[config.mk]
export PLATFORM = sky130hd
export DESIGN_NAME = slle_ctrl
export DESIGN_NICKNAME = d
export VERILOG_FILES = /design/src/sv/slle_pkg.sv /design/src/sv/slle_ctrl.sv
export SDC_FILE = /design/constraint.sdc
export NUM_CORES = 1
export LEC_CHECK = 0
export BUFFER_PORTS_ARGS = -buffer_cell sky130_fd_sc_hd__buf_2
export CORE_AREA = 4 4 41 43
export CTS_BUF_LIST = sky130_fd_sc_hd__clkbuf_16
export CTS_CLUSTER_SIZE = 24
export DETAILED_ROUTE_END_ITERATION = 12
export DIE_AREA = 0 0 45 47
export PLACE_DENSITY = 0.78
export SLEW_MARGIN = 20
export SYNTH_ARGS = -nofsm -noshare
export SYNTH_HDL_FRONTEND = slang
export SYNTH_SLANG_ARGS = --single-unit
[constraint.sdc]
create_clock -name clock -period 3.3 [get_ports clock]
set_input_delay 0.99 -clock clock [delete_from_list [all_inputs] [get_ports clock]]
set_output_delay 0.99 -clock clock [all_outputs]
set_load 0.02 [all_outputs]
[src/sv/slle_pkg.sv]
// Shared types and codes for the static linked list engine.
// Used by slle_ctrl, slle_dpath and static_linked_list_engine; no dependencies.
package slle_pkg;

   localparam int NODE_COUNT_DEFAULT = 1024;
   localparam int MODE_W = 3;
   localparam int VALUE_W = 32;
   localparam int STATUS_W = 2;

   // command codes carried in the mode field
   localparam logic [MODE_W-1:0] MODE_ADD_FIRST    = 3'd0;
   localparam logic [MODE_W-1:0] MODE_INSERT_AFTER = 3'd1;
   localparam logic [MODE_W-1:0] MODE_ERASE_AFTER  = 3'd2;
   localparam logic [MODE_W-1:0] MODE_ERASE_VALUE  = 3'd3;
   localparam logic [MODE_W-1:0] MODE_FIND         = 3'd4;

   // result status codes
   localparam logic [STATUS_W-1:0] STATUS_OK        = 2'd0;
   localparam logic [STATUS_W-1:0] STATUS_FULL      = 2'd1;
   localparam logic [STATUS_W-1:0] STATUS_BAD       = 2'd2;
   localparam logic [STATUS_W-1:0] STATUS_NOT_FOUND = 2'd3;

   typedef enum logic [3:0] {
      ST_IDLE,
      ST_CHECK,
      ST_INS_LINK,
      ST_INS_HOOK,
      ST_EA_SUCC,
      ST_EA_UNLINK,
      ST_WALK,
      ST_CMP,
      ST_RESP
   } state_type;

   // link store write address source
   typedef enum logic [1:0] {
      LWA_FRESH,
      LWA_POS,
      LWA_PREV
   } link_waddr_type;

   // result index source
   typedef enum logic [1:0] {
      RI_ZERO,
      RI_FRESH,
      RI_CUR
   } res_idx_type;

   typedef struct packed {
      logic                cmd_load;   // capture an accepted word
      logic                rd_en;      // read both stores
      logic                rd_cur;     // read address: cur (else position)
      logic                val_wr;     // write value of the fresh node
      logic                link_wr;    // write a link
      link_waddr_type      link_waddr;
      logic                link_wfresh; // link data: fresh index (else read link)
      logic                alloc_bump; // advance allocation counter
      logic                walk_init;  // start a list walk at the head
      logic                cur_take;   // cur <= read link
      logic                walk_step;  // prev <= cur, count one link
      logic                res_load;   // latch result
      res_idx_type         res_idx;
      logic [STATUS_W-1:0] res_status;
      logic                rsp_load;   // move result into the output register
   } dp_cmd_type;

   typedef struct packed {
      logic [MODE_W-1:0] mode;
      logic              pos_bad;
      logic              full;
      logic              link_zero;
      logic              walk_end;
      logic              match;
      logic              rsp_busy;
   } dp_status_type;

endpackage

[src/sv/slle_ctrl.sv]
// Controller of the static linked list engine: sequences one command word
// through the datapath. Depends on slle_pkg.
module slle_ctrl (
   input  logic                    clock,
   input  logic                    reset,
   input  logic                    req_valid,
   output logic                    req_ready,
   input  slle_pkg::dp_status_type status,
   output slle_pkg::dp_cmd_type    cmd
);
   import slle_pkg::*;

   state_type state_ff;
   state_type state_in;

   always_ff @(posedge clock) begin
      if (reset) begin
         state_ff <= ST_IDLE;
      end else begin
         state_ff <= state_in;
      end
   end

   always_comb begin
      state_in       = state_ff;
      cmd            = '0;
      cmd.link_waddr = LWA_POS;
      cmd.res_idx    = RI_ZERO;
      cmd.res_status = STATUS_OK;
      req_ready      = (state_ff == ST_IDLE) && !reset;
      case (state_ff)
         ST_IDLE: begin
            if (req_valid && !reset) begin
               cmd.cmd_load = 1'b1;
               state_in     = ST_CHECK;
            end
         end
         // decode: screen mode, position and space, start the first read or walk
         ST_CHECK: begin
            case (status.mode)
               MODE_ADD_FIRST, MODE_INSERT_AFTER: begin
                  if (status.mode == MODE_INSERT_AFTER && status.pos_bad) begin
                     cmd.res_load   = 1'b1;
                     cmd.res_status = STATUS_BAD;
                     state_in       = ST_RESP;
                  end else if (status.full) begin
                     cmd.res_load   = 1'b1;
                     cmd.res_status = STATUS_FULL;
                     state_in       = ST_RESP;
                  end else begin
                     cmd.rd_en = 1'b1;
                     state_in  = ST_INS_LINK;
                  end
               end
               MODE_ERASE_AFTER: begin
                  if (status.pos_bad) begin
                     cmd.res_load   = 1'b1;
                     cmd.res_status = STATUS_BAD;
                     state_in       = ST_RESP;
                  end else begin
                     cmd.rd_en = 1'b1;
                     state_in  = ST_EA_SUCC;
                  end
               end
               MODE_ERASE_VALUE, MODE_FIND: begin
                  cmd.walk_init = 1'b1;
                  state_in      = ST_WALK;
               end
               default: begin
                  cmd.res_load   = 1'b1;
                  cmd.res_status = STATUS_BAD;
                  state_in       = ST_RESP;
               end
            endcase
         end
         // fresh node takes the value and the old successor of position
         ST_INS_LINK: begin
            cmd.val_wr     = 1'b1;
            cmd.link_wr    = 1'b1;
            cmd.link_waddr = LWA_FRESH;
            state_in       = ST_INS_HOOK;
         end
         // hook fresh node after position and commit the allocation
         ST_INS_HOOK: begin
            cmd.link_wr     = 1'b1;
            cmd.link_waddr  = LWA_POS;
            cmd.link_wfresh = 1'b1;
            cmd.alloc_bump  = 1'b1;
            cmd.res_load    = 1'b1;
            cmd.res_idx     = RI_FRESH;
            cmd.res_status  = STATUS_OK;
            state_in        = ST_RESP;
         end
         ST_EA_SUCC: begin
            if (status.link_zero) begin
               cmd.res_load   = 1'b1;
               cmd.res_status = STATUS_BAD;
               state_in       = ST_RESP;
            end else begin
               cmd.cur_take = 1'b1;
               state_in     = ST_EA_UNLINK;
            end
         end
         // read successor's link first, then bypass the successor
         ST_EA_UNLINK: begin
            cmd.rd_en  = 1'b1;
            cmd.rd_cur = 1'b1;
            state_in   = ST_CMP;
         end
         ST_WALK: begin
            if (status.walk_end) begin
               cmd.res_load   = 1'b1;
               cmd.res_status = STATUS_NOT_FOUND;
               state_in       = ST_RESP;
            end else begin
               cmd.rd_en  = 1'b1;
               cmd.rd_cur = 1'b1;
               state_in   = ST_CMP;
            end
         end
         // erase_after lands here too: its unlink needs no value compare
         ST_CMP: begin
            if (status.mode == MODE_ERASE_AFTER) begin
               cmd.link_wr    = 1'b1;
               cmd.link_waddr = LWA_POS;
               cmd.res_load   = 1'b1;
               cmd.res_idx    = RI_CUR;
               state_in       = ST_RESP;
            end else if (status.match) begin
               if (status.mode == MODE_ERASE_VALUE) begin
                  cmd.link_wr    = 1'b1;
                  cmd.link_waddr = LWA_PREV;
               end
               cmd.res_load = 1'b1;
               cmd.res_idx  = RI_CUR;
               state_in     = ST_RESP;
            end else begin
               cmd.cur_take  = 1'b1;
               cmd.walk_step = 1'b1;
               state_in      = ST_WALK;
            end
         end
         // hand the result to the output register once it is free
         ST_RESP: begin
            if (!status.rsp_busy) begin
               cmd.rsp_load = 1'b1;
               state_in     = ST_IDLE;
            end
         end
         default: begin
            state_in = ST_IDLE;
         end
      endcase
   end

endmodule

## Yosys cells after proc, flatten, opt, wreduce, memory -nomap -nowiden

Index checks and enable logic that the tools add are counted.

- Bits in registers: 4
- Bits of input ports: 12
- Output and inout port bits: 19
- Logic and storage cells: 76

- Equal/unequal tests: 14
- Muxes and demuxes: 52
- Reduce and logical (&&, ||, !) cells: 9

Operators by type and width:

| kind | number |
|---|---|
| $mux W4 | 9 |
| $pmux W4 S9 | 1 |
| $mux W1 | 18 |
| $eq A4 B3 Y1 const B | 4 |
| $mux W2 | 8 |
| $mux W3 | 5 |
| $pmux W2 S3 | 2 |
| $pmux W4 S3 | 1 |
| $pmux W3 S3 | 1 |
| $eq A4 B2 Y1 const B | 2 |
| $eq A3 B2 Y1 const B | 2 |
| $pmux W1 S2 | 3 |
| $pmux W1 S3 | 2 |
| $pmux W1 S5 | 1 |
| $eq A4 B1 Y1 const B | 1 |
| $eq A4 B4 Y1 const B | 1 |
| $logic_not A4 Y1 | 1 |
| $pmux W2 S2 | 1 |
| $reduce_or A2 Y1 | 2 |
| $eq A3 B1 Y1 const B | 1 |
| $eq A3 B3 Y1 const B | 1 |
| $logic_and A1 B1 Y1 | 3 |
| $logic_not A3 Y1 | 1 |
| $ne A2 B1 Y1 const B | 1 |
| 3 further kinds | 3 |

## Longest topological paths before layout

- Depth in word-level cells: 5
- Gate-level depth with buffers: 5
- Depth with buffers taken out: 4

## Worst setup path before layout

Ideal clock, no wire load.

- Path kind: input to output
- Start: in reset
- End: out cmd[17] (netlist bit)
- Arrival: 2.126 ns
- Required time: 2.310 ns
- Setup slack: 0.184 ns
- Stages: 2
- Path buffers: 0
- Path through: nor4b_1 > and2_1

RTL lines:

| element | line | RTL |
|---|---|---|
| start: declaration | slle_ctrl.sv:5 | `input logic reset,` |
| end: declaration | slle_ctrl.sv:9 | `output slle_pkg::dp_cmd_type cmd` |

==> results.toml <==
[floorplan]
ioPinCount = 31
coreArea_um2 = 1300
dieWidth_um = 45
start_util_pct = 43.9
dieHeight_um = 47
die_area_um2 = 2120
row_count = 13

[cells_and_area]
fin_cells = 134
final_util_pct = 60.1
synthToLayoutAreaGrowth_pct = 36.8
num_antenna_cells = 0
top_regs = "state_ff: 4 flops"
drive_above_1_share_pct = 31.1
fillers = 135
nets = 133
regMostFlops = "state_ff"
mostFrequentLayoutCells = "buf_2, nor2_1, nand2_1"
largest_reg_flops = 4
final_common_cell = "buf_2"

[drt]
dr.pass1.iters = 4
num_vias = 774
drt_iter0_drc = 12
avgRoutedWirePerCell_um = 12.2
wirelength_um = 1630
antenna_left = 0
drc = 0
routed_via_density = 5.78

[logic_synthesis]
syn-cell-area_um2 = 572
synth_cell_types = 35
yosysSeqAreaShare_pct = 14.0
synth-seq-cells = 4
avgSynthCellArea_um2 = 6.22
synth_nets = 104
synth_warnings = 0
netlist_instances = 92
ys.flop_type = "dfxtp_1"
synth_edf_count = 0
async_flop_share_pct = 0

[placed_design]
hpwl_um = 1260
placed_cells = 131
gp_congestion = 0.894
io_buffers = 30

[power_and_ir_drop]
powerDensity_nw_per_um2 = 431
finalPower_mw = 0.337
switching_power_mw = 0.0944
p_int_mw = 0.243
switching_share_pct = 28.0
worst_ir_drop_vdd_mv = 0.162
clockPowerShare_pct = 56.1
pwr-share-comb_pct = 25.0
seq_power_share_pct = 18.8
p_leak_nw = 0.393

[timing]
finalCritPeriodShare_pct = 93.5
period_minus_slack_ns = 3.08
fmax_mhz = 324
tns_ns = 0
rsz0062_at_grt = "false"
clock_skew_ns = 0.00242
final_hold_viol_count = 0
tightest_slew_ns = 0.478
relSlewSlack_pct = 68.1
finalSetupViolations = 0
hold_slack_ns = 0.616
slew_violations = 0

[grt]
use_met3_pct = 4.21
grt_pass1_vias = 652
grt_util_met2_pct = 27.4
antenna_found_initial = 0
grt_pass1_wl_um = 2620
grt_max_degree = 17
grtUsageTotal_pct = 17.0
grt-busiest-layer = "met2"
grtUsageMet1_pct = 20.2
grt_overflow = 0

[setup_path]
cpPeakStageDelay_ns = 0.33
crit_chain = "buf_2 > nor2b_1 > a2111oi_0 > a2bb2oi_1 > nand2_1 > buf_2"
cpMaxStageDelayCell = "nor2b_1"
crit_type = "primary input to output port"
crit_arrival_ns = 2.09
cp_common_cell = "buf_2"
critPathLaunchType = "primary input"
critPathCaptureType = "output port"
crit_path_max_fanout = 8
startpoint = "status[7]"
r2r_start = "state_ff[0]$_SDFFE_PP0P_"
required_ns = 2.31

[cts]
cts-htree-levels = 1
clkLatencyLatePin_ns = 0.23
post_cts_buffers = 0
numCtsBuffers = 3
cts.sinks = 4
cts_resized = 0
cts_tree = "built"
clk_pin_slew_ns = 0.03
cts_root_buf = "clkbuf_16"
hold_buffers = 0
clockBufferDepth = 2

[job]
cap_violations = 0

[outcome]
status = "finished clean"

[min_path]
hold_start = "state_ff[3]$_SDFFE_PP0P_"
hp-class = "flip-flop to flip-flop"
[metrics by stage]
step / setup WS [ns] / area (µm²)
after floorplan: 0.184 / 572
final: 0.215 / 782
after detailed placement: 0.199 / 707
after global routing: 0.0326 / 782
after global placement: 0.215 / 707
after CTS: 0.200 / 782
[synthesized netlist by cell type (all sizes together) (2+ instances only)]
cell type | number | area share, %
a31oi | 3 | 3.3
nand2b | 4 | 4.4
dfxtp | 4 | 14
a22oi | 2 | 2.6
nor2 | 14 | 9.2
nor3 | 5 | 4.4
nor2b | 2 | 2.2
buf | 5 | 5.9
nor3b | 2 | 2.6
or2 | 2 | 2.2
nand2 | 9 | 5.9
a21oi | 5 | 4.4
nand3 | 5 | 4.4
inv | 5 | 3.3
o21ai | 7 | 6.1
clkbuf | 2 | 1.3
[power groups by stage]
stage | sequential (mW) | clock, mW | combinational (mW)
after global placement | 0.0636 | 0 | 0.0828
after CTS | 0.0634 | 0.193 | 0.0844
after detailed placement | 0.0640 | 0 | 0.0839
final | 0.0635 | 0.189 | 0.0843
after global routing | 0.0649 | 0.198 | 0.0937
after floorplan | 0.0551 | 0 | 0.0677
[path summary, 6_finish.rpt]
check / end / slack [ns] / depth (start not counted)
max: cmd[5] / 0.22 / 6
min: state_ff[3]$_SDFFE_PP0P_ / 0.62 / 2
max reg2reg: state_ff[2]$_SDFFE_PP0P_ / 1.76 / 3
min reg2reg: state_ff[3]$_SDFFE_PP0P_ / 0.62 / 2
[cell families (layout without fill, tap and decap cells)]
kind of cell    Yosys count  in the layout  synth area share (%)
mux                       1              1                  1.97
compound gates           24             24                  26.5
buf+inv                  12             39                  10.5
simple gates             51             51                  47.0
flops                     4              4                  14.0
[layout make-up]
class                           instances  area, µm²  share of cell area [%]
Tap cell                               15       18.8                    2.40
Clock buffer                            3       75.1                    9.60
Inverter                                5       18.8                    2.40
Multi-Input combinational cell         76        432                    55.2
Sequential cell                         4       80.1                    10.2
Timing Repair Buffer                   31        158                    20.2
[worst max-delay path: cells and delay by family]
family,cells,cell delay [ns]
buf+inv,2,0.30
simple gates,2,0.40
compound gates,2,0.40
[per-layer routing]
metal	share of wire, %	wire (µm)
met1	39	639
met2	49	806
met4	1.8	29
met3	9.6	157
met5	0	0
Power figures use the tool's default switching activity.
